$ cat src/hw/rtl/dual_channel_waveform_generator_assert.svh
// Assertion macros for the dual channel waveform generator.
`ifndef DUAL_CHANNEL_WAVEFORM_GENERATOR_ASSERT_SVH
`define DUAL_CHANNEL_WAVEFORM_GENERATOR_ASSERT_SVH

// Same-cycle implication, sampled on clk, off during rst.
`define DCWG_ASSERT_NOW(lbl, ante, cons, msg) \
  lbl: assert property (@(posedge clk) disable iff (rst) (ante) |-> (cons)) \
    else $error(msg);

// Next-cycle implication, sampled on clk, off during rst.
`define DCWG_ASSERT_NEXT(lbl, ante, cons, msg) \
  lbl: assert property (@(posedge clk) disable iff (rst) (ante) |=> (cons)) \
    else $error(msg);

`endif

$ cat src/hw/rtl/dcwg_pkg.sv
// Types and constants shared by the waveform generator modules.
package dcwg_pkg;

  localparam int SAMPLE_W    = 8;
  localparam int MODE_W      = 3;
  localparam int CFG_INDEX_W = 1;
  localparam int CFG_DATA_W  = MODE_W;

  localparam logic [CFG_INDEX_W-1:0] CFG_MODE_A = 1'b0;
  localparam logic [CFG_INDEX_W-1:0] CFG_MODE_B = 1'b1;

  localparam logic [SAMPLE_W-1:0] SQUARE_LOW  = 8'h00;
  localparam logic [SAMPLE_W-1:0] SQUARE_HIGH = 8'hFF;

  typedef enum logic [MODE_W-1:0] {
    WAVE_SINE     = 3'd0,
    WAVE_SQUARE   = 3'd1,
    WAVE_TRIANGLE = 3'd2,
    WAVE_SAWTOOTH = 3'd3,
    WAVE_POT      = 3'd4
  } wave_mode_t;

  typedef struct packed {
    logic [SAMPLE_W-1:0] pot_a;
    logic [SAMPLE_W-1:0] pot_b;
  } in_item_t;

  typedef struct packed {
    logic [SAMPLE_W-1:0] sample_a;
    logic [SAMPLE_W-1:0] sample_b;
  } out_item_t;

  // round(127.5 + 127.5*sin(2*pi*k/256))
  localparam logic [SAMPLE_W-1:0] SINE_ROM [256] = '{
    8'd128, 8'd131, 8'd134, 8'd137, 8'd140, 8'd143, 8'd146, 8'd149,
    8'd152, 8'd155, 8'd158, 8'd162, 8'd165, 8'd167, 8'd170, 8'd173,
    8'd176, 8'd179, 8'd182, 8'd185, 8'd188, 8'd190, 8'd193, 8'd196,
    8'd198, 8'd201, 8'd203, 8'd206, 8'd208, 8'd211, 8'd213, 8'd215,
    8'd218, 8'd220, 8'd222, 8'd224, 8'd226, 8'd228, 8'd230, 8'd232,
    8'd234, 8'd235, 8'd237, 8'd238, 8'd240, 8'd241, 8'd243, 8'd244,
    8'd245, 8'd246, 8'd248, 8'd249, 8'd250, 8'd250, 8'd251, 8'd252,
    8'd253, 8'd253, 8'd254, 8'd254, 8'd254, 8'd255, 8'd255, 8'd255,
    8'd255, 8'd255, 8'd255, 8'd255, 8'd254, 8'd254, 8'd254, 8'd253,
    8'd253, 8'd252, 8'd251, 8'd250, 8'd250, 8'd249, 8'd248, 8'd246,
    8'd245, 8'd244, 8'd243, 8'd241, 8'd240, 8'd238, 8'd237, 8'd235,
    8'd234, 8'd232, 8'd230, 8'd228, 8'd226, 8'd224, 8'd222, 8'd220,
    8'd218, 8'd215, 8'd213, 8'd211, 8'd208, 8'd206, 8'd203, 8'd201,
    8'd198, 8'd196, 8'd193, 8'd190, 8'd188, 8'd185, 8'd182, 8'd179,
    8'd176, 8'd173, 8'd170, 8'd167, 8'd165, 8'd162, 8'd158, 8'd155,
    8'd152, 8'd149, 8'd146, 8'd143, 8'd140, 8'd137, 8'd134, 8'd131,
    8'd128, 8'd124, 8'd121, 8'd118, 8'd115, 8'd112, 8'd109, 8'd106,
    8'd103, 8'd100, 8'd97,  8'd93,  8'd90,  8'd88,  8'd85,  8'd82,
    8'd79,  8'd76,  8'd73,  8'd70,  8'd67,  8'd65,  8'd62,  8'd59,
    8'd57,  8'd54,  8'd52,  8'd49,  8'd47,  8'd44,  8'd42,  8'd40,
    8'd37,  8'd35,  8'd33,  8'd31,  8'd29,  8'd27,  8'd25,  8'd23,
    8'd21,  8'd20,  8'd18,  8'd17,  8'd15,  8'd14,  8'd12,  8'd11,
    8'd10,  8'd9,   8'd7,   8'd6,   8'd5,   8'd5,   8'd4,   8'd3,
    8'd2,   8'd2,   8'd1,   8'd1,   8'd1,   8'd0,   8'd0,   8'd0,
    8'd0,   8'd0,   8'd0,   8'd0,   8'd1,   8'd1,   8'd1,   8'd2,
    8'd2,   8'd3,   8'd4,   8'd5,   8'd5,   8'd6,   8'd7,   8'd9,
    8'd10,  8'd11,  8'd12,  8'd14,  8'd15,  8'd17,  8'd18,  8'd20,
    8'd21,  8'd23,  8'd25,  8'd27,  8'd29,  8'd31,  8'd33,  8'd35,
    8'd37,  8'd40,  8'd42,  8'd44,  8'd47,  8'd49,  8'd52,  8'd54,
    8'd57,  8'd59,  8'd62,  8'd65,  8'd67,  8'd70,  8'd73,  8'd76,
    8'd79,  8'd82,  8'd85,  8'd88,  8'd90,  8'd93,  8'd97,  8'd100,
    8'd103, 8'd106, 8'd109, 8'd112, 8'd115, 8'd118, 8'd121, 8'd124
  };

endpackage

$ cat src/hw/rtl/dcwg_channel.sv
// One DDS channel: phase accumulator and waveform select.
module dcwg_channel
  import dcwg_pkg::*;
(
  input  logic                clk,
  input  logic                rst,
  input  logic                advance,
  input  logic [SAMPLE_W-1:0] pot,
  input  wave_mode_t          mode,
  output logic [SAMPLE_W-1:0] sample
);

  logic [SAMPLE_W-1:0] phase;
  logic [SAMPLE_W-1:0] phase_next;
  logic [SAMPLE_W-3:0] step;

  // pot/4, with a zero step forced to one
  always_comb begin
    step = pot[SAMPLE_W-1:2];
    if (step == '0) begin
      step = {{(SAMPLE_W-3){1'b0}}, 1'b1};
    end
    phase_next = phase + {2'b00, step};
  end

  always_ff @(posedge clk) begin
    if (rst) begin
      phase <= '0;
    end else if (advance) begin
      phase <= phase_next;
    end
  end

  always_comb begin
    unique case (mode)
      WAVE_SINE:     sample = SINE_ROM[phase];
      WAVE_SQUARE:   sample = phase[SAMPLE_W-1] ? SQUARE_HIGH : SQUARE_LOW;
      WAVE_TRIANGLE: sample = phase[SAMPLE_W-1] ? (SAMPLE_W'(0) - phase) : phase;
      WAVE_SAWTOOTH: sample = phase;
      WAVE_POT:      sample = {2'b00, pot[SAMPLE_W-1:2]};
      default:       sample = '0;
    endcase
  end

endmodule

$ cat src/hw/rtl/dual_channel_waveform_generator.sv
// Channel  | Signals                          | Direction | Payload
// item     | item_valid, item_ready, item     | in        | pot_a, pot_b
// result   | result_valid, result_ready, result | out     | sample_a, sample_b
// config   | cfg_we, cfg_index, cfg_data      | in        | mode_a, mode_b
// One item per cycle unless the result stalls; items pass the input register, then the result register.
// The phase of each channel advances when an item moves from the input register
// to the result register. Reset clears valid flags and phases, and sets square on A
// and sine on B. A stalled result holds in its register; the input register keeps
// taking items until it is full too, then item_ready drops.
module dual_channel_waveform_generator
  import dcwg_pkg::*;
(
  input  logic                   clk,
  input  logic                   rst,
  input  logic                   item_valid,
  output logic                   item_ready,
  input  in_item_t               item,
  output logic                   result_valid,
  input  logic                   result_ready,
  output out_item_t              result,
  input  logic                   cfg_we,
  input  logic [CFG_INDEX_W-1:0] cfg_index,
  input  logic [CFG_DATA_W-1:0]  cfg_data
);

  `include "dual_channel_waveform_generator_assert.svh"

  wave_mode_t          mode_a;
  wave_mode_t          mode_b;
  logic                hold_valid;
  in_item_t            hold_item;
  logic                out_load;
  logic                hold_fire;
  logic [SAMPLE_W-1:0] sample_a;
  logic [SAMPLE_W-1:0] sample_b;

  always_ff @(posedge clk) begin
    if (rst) begin
      mode_a <= WAVE_SQUARE;
      mode_b <= WAVE_SINE;
    end else if (cfg_we) begin
      unique case (cfg_index)
        CFG_MODE_A: mode_a <= wave_mode_t'(cfg_data);
        CFG_MODE_B: mode_b <= wave_mode_t'(cfg_data);
        default:    ;
      endcase
    end
  end

  assign out_load   = !result_valid || result_ready;
  assign hold_fire  = hold_valid && out_load;
  assign item_ready = !hold_valid || out_load;

  always_ff @(posedge clk) begin
    if (rst) begin
      hold_valid <= 1'b0;
    end else if (item_ready) begin
      hold_valid <= item_valid;
    end
  end

  always_ff @(posedge clk) begin
    if (item_valid && item_ready) begin
      hold_item <= item;
    end
  end

  dcwg_channel u_chan_a (
    .clk     (clk),
    .rst     (rst),
    .advance (hold_fire),
    .pot     (hold_item.pot_a),
    .mode    (mode_a),
    .sample  (sample_a)
  );

  dcwg_channel u_chan_b (
    .clk     (clk),
    .rst     (rst),
    .advance (hold_fire),
    .pot     (hold_item.pot_b),
    .mode    (mode_b),
    .sample  (sample_b)
  );

  always_ff @(posedge clk) begin
    if (rst) begin
      result_valid <= 1'b0;
    end else if (out_load) begin
      result_valid <= hold_valid;
    end
  end

  always_ff @(posedge clk) begin
    if (hold_fire) begin
      result.sample_a <= sample_a;
      result.sample_b <= sample_b;
    end
  end

  `DCWG_ASSERT_NOW(a_stall_full, !item_ready, hold_valid && result_valid, "ready low with room")
  `DCWG_ASSERT_NOW(a_no_bubble, hold_valid && !result_valid, hold_fire, "held item not moved")
  `DCWG_ASSERT_NEXT(a_fire_result, hold_fire, result_valid, "transfer into result register lost")

endmodule
$ cat config.mk
export PLATFORM = sky130hd
export DESIGN_NAME = dual_channel_waveform_generator
export DESIGN_NICKNAME = d
export VERILOG_FILES = /design/src/hw/rtl/dcwg_pkg.sv /design/src/hw/rtl/dcwg_channel.sv /design/src/hw/rtl/dual_channel_waveform_generator.sv
export VERILOG_INCLUDE_DIRS = /design/src /design/src/hw/rtl
export SDC_FILE = /design/constraint.sdc
export NUM_CORES = 1
export LEC_CHECK = 0
export CORE_ASPECT_RATIO = 0.9
export CORE_MARGIN = 1.5
export CORE_UTILIZATION = 54
export CTS_CLUSTER_DIAMETER = 100
export DETAILED_ROUTE_END_ITERATION = 12
export DONT_BUFFER_PORTS = 1
export PLACE_DENSITY = 0.69
export SYNTH_ARGS = -nofsm -noshare
export SYNTH_HDL_FRONTEND = slang
export SYNTH_HIERARCHICAL = 1
export SYNTH_SLANG_ARGS = --single-unit
$ cat constraint.sdc
create_clock -name clk -period 3.39 [get_ports clk]
set_input_delay 0.339 -clock clk [delete_from_list [all_inputs] [get_ports clk]]
set_output_delay 0.339 -clock clk [all_outputs]
set_load 0.02 [all_outputs]
==> summary.md <==
| Metric | Value |
|---|---|
| Starting density of the core | 0.5607 |
| Worst reg-to-reg setup slack | 0.71 ns |
| NumNets Final | 987 |
| Clk sinks | 52 |
| H-tree depth | 2 |
| Worst-path cell chain | nor4_1 > a21o_1 > ha_1 > inv_1 > fa_1 > nor2b_1 > o21ai_0 > a21boi_0 > o21a_1 > o21ai_0 > mux2_2 |
| Cell row count | 39 |
| Routed wire length | 22.55 mm |
| Max stage delay on crit path | 0.43 ns |
| Syn. warnings | 6 |
| CTS Root Cell | clkbuf_16 |
| Drt drc | 0 |
| Max rail drop VDD | 0.3757 mV |
| Largest net degree at the start of global routing | 50 |
| Die area | 14080 sq um |
| Clock buffer depth | 2 |
| Die height | 112.7 microns |
| WL/cell | 20.84 microns |
| RePlAce Congestion | 0.9907 |
| Status | finished clean |
| Hold-fix buffers at CTS | 0 |
| Setup TNS | 0 ns |
| Tightest Hold Check Type | in2reg |
| Final Hold Vio Count | 0 |
| Mapped Nets | 1048 |
| Initial DRC Count | 1144 |
| Crit path max-delay family | compound AO/OA/AOI/OAI gates |
| Rel. slew slack | 0.4798 |
| Cell Pwr Density | 325.2 nW/um^2 |
| Antenna violations before repair | 0 |
| Clk pin slew, worst setup/hold paths | 0.07 ns |
| Post-Syn Instances | 978 |
| Grt ovf | 0 |
| Setup violators final | 0 |
| Worst-skew pair later-pin latency | 0.31 ns |
| Final slew viol count | 0 |
| Mapped cell area | 7223 sq um |
| P&R area growth vs syn | 1.334% |
| Vias in the first global route | 6541 |
| Critical path startpoint category | flop |
| Crit path max-delay cell type | edfxtp_1 |
| Buf/Inv on CP | 1 |
| N_diodes | 0 |
| Final antenna-violating net count | 0 |
| CP dominant cell by count | o21ai_0 |
| Slew of the pin with the lowest slew margin | 0.7793 ns |
| Via density | 6.942 |
| Fmax | 372.6 MHz |
| Worst Clk Skew | 0.01047 ns |
| Worst Path Arrival | 2.88 ns |
| Peak fanout along the critical path | 3 |
| Power Total | 0.002380 W |
| TritonCTS clock tree | built |
| Total number of vias | 7511 |
| Crit end category | flop |
| Final period utilization | 0.7917 |
| Layout cells sized above 1 | 0.08606 |
| Post-DP HPWL | 15.66 mm |
| Max Cap Viol | 0 |
| WP data required | 3.59 ns |
| Min Tclk post-route | 2.684 ns |
| Io pins | 43 |
| Drt first pass iters | 7 |
| CTS buffer count | 5 |
| Die outline width | 124.9 microns |
| GRT Total Usage | 0.3164 |
| Syn_area_per_cell | 7.386 sq um |
| RSZ-0062 raised after global routing | no |
| First-pass GRT wire length | 36.07 mm |
| Pleak | 2.629 nW |
| Area of the core | 12880 sq um |
| Number of port buffers | 0 |
| Setup bufs post-CTS | 0 |
| Post-CTS Resized | 0 |
| Setup Crit Path Kind | reg2reg |
-- per-layer routing --
metal / part of all wire / GRT usage / vias to the layer above
li1: - / - / 3524
met1: 0.47 / 0.5028 / 3461
met2: 0.39 / 0.4330 / 477
met3: 0.13 / 0.06950 / 49
met4: 0.018 / 0.06364 / 0
met5: 0 / 0 / -
-- sequential cells by signal, indices dropped and copies added, names as in the netlist --
name / count
result: 16
hold_item: 12
u_chan_a/phase: 8
u_chan_b/phase: 8
mode_a: 3
mode_b: 3
hold_valid: 1
result_valid: 1
-- final cells by class --
type / instances / area [sq um]
fillers: 1250 / 5563
multi-input cells: 795 / 5281
flip-flops and latches: 52 / 1329
repair buffers: 29 / 230.2
well taps: 164 / 205.2
clock buffers: 6 / 128.9
inverters: 34 / 127.6
clock inverters: 2 / 17.52
-- layout by cell type (no fill, tap or decap), types with 6 or more instances in the layout --
master	instances
a211o_1	8
a21oi_1	106
nor2_1	82
o31ai_1	16
nand2b_1	45
o211ai_1	24
o221ai_1	6
o311ai_0	8
buf_4	28
a211oi_1	23
o21ai_0	50
mux2_2	8
nand3_1	22
o22ai_1	12
xnor2_1	13
nand2_1	70
nor3_1	21
or3_1	6
a221oi_1	7
o21ai_1	7
dfxtp_2	6
a31oi_1	17
a2111oi_0	7
edfxtp_1	28
nor2b_1	34
ha_1	43
mux2i_1	20
dfxtp_1	18
nand3b_1	7
a21o_1	13
inv_1	28
a311oi_1	9
-- worst paths after layout --
kind,from,to,cells past startpoint
hold reg to reg,hold_valid$_SDFFE_PP0P_,result_valid$_SDFFE_PP0P_,2
setup / recovery,hold_item[4]$_DFFE_PP_,u_chan_b/phase[6]$_SDFFE_PP0P_,11
hold / removal,rst,mode_b[0]$_SDFFE_PP0P_,1
setup reg to reg,hold_item[4]$_DFFE_PP_,u_chan_b/phase[6]$_SDFFE_PP0P_,11
-- report_power, final --
| group | internal [W] | leakage [nW] | switching (W) |
|---|---|---|---|
| clock network | 0.000281 | 0.0719 | 0.000259 |
| registers | 0.000712 | 0.469 | 0.0000873 |
| logic | 0.000401 | 2.09 | 0.000640 |
| total | 0.00139 | 2.63 | 0.000987 |
-- metrics by stage --
| stage | hold slack (ns) | utilization | cell area [sq um] | cells | worst slack (ns) |
|---|---|---|---|---|---|
| after global placement | 0.4043 | 0.5568 | 7173 | 1074 | 0.7989 |
| after global routing | 0.08132 | 0.5682 | 7320 | 1082 | 0.4782 |
| after detailed placement | 0.4045 | 0.5568 | 7173 | 1074 | 0.7214 |
| final | 0.08691 | 0.5682 | 7320 | 1082 | 0.7063 |
| after floorplan | 0.4313 | - | 7223 | 978 | 0.6485 |
| after CTS | 0.08294 | 0.5682 | 7320 | 1082 | 0.7099 |
(Power assumes the default switching activity.)
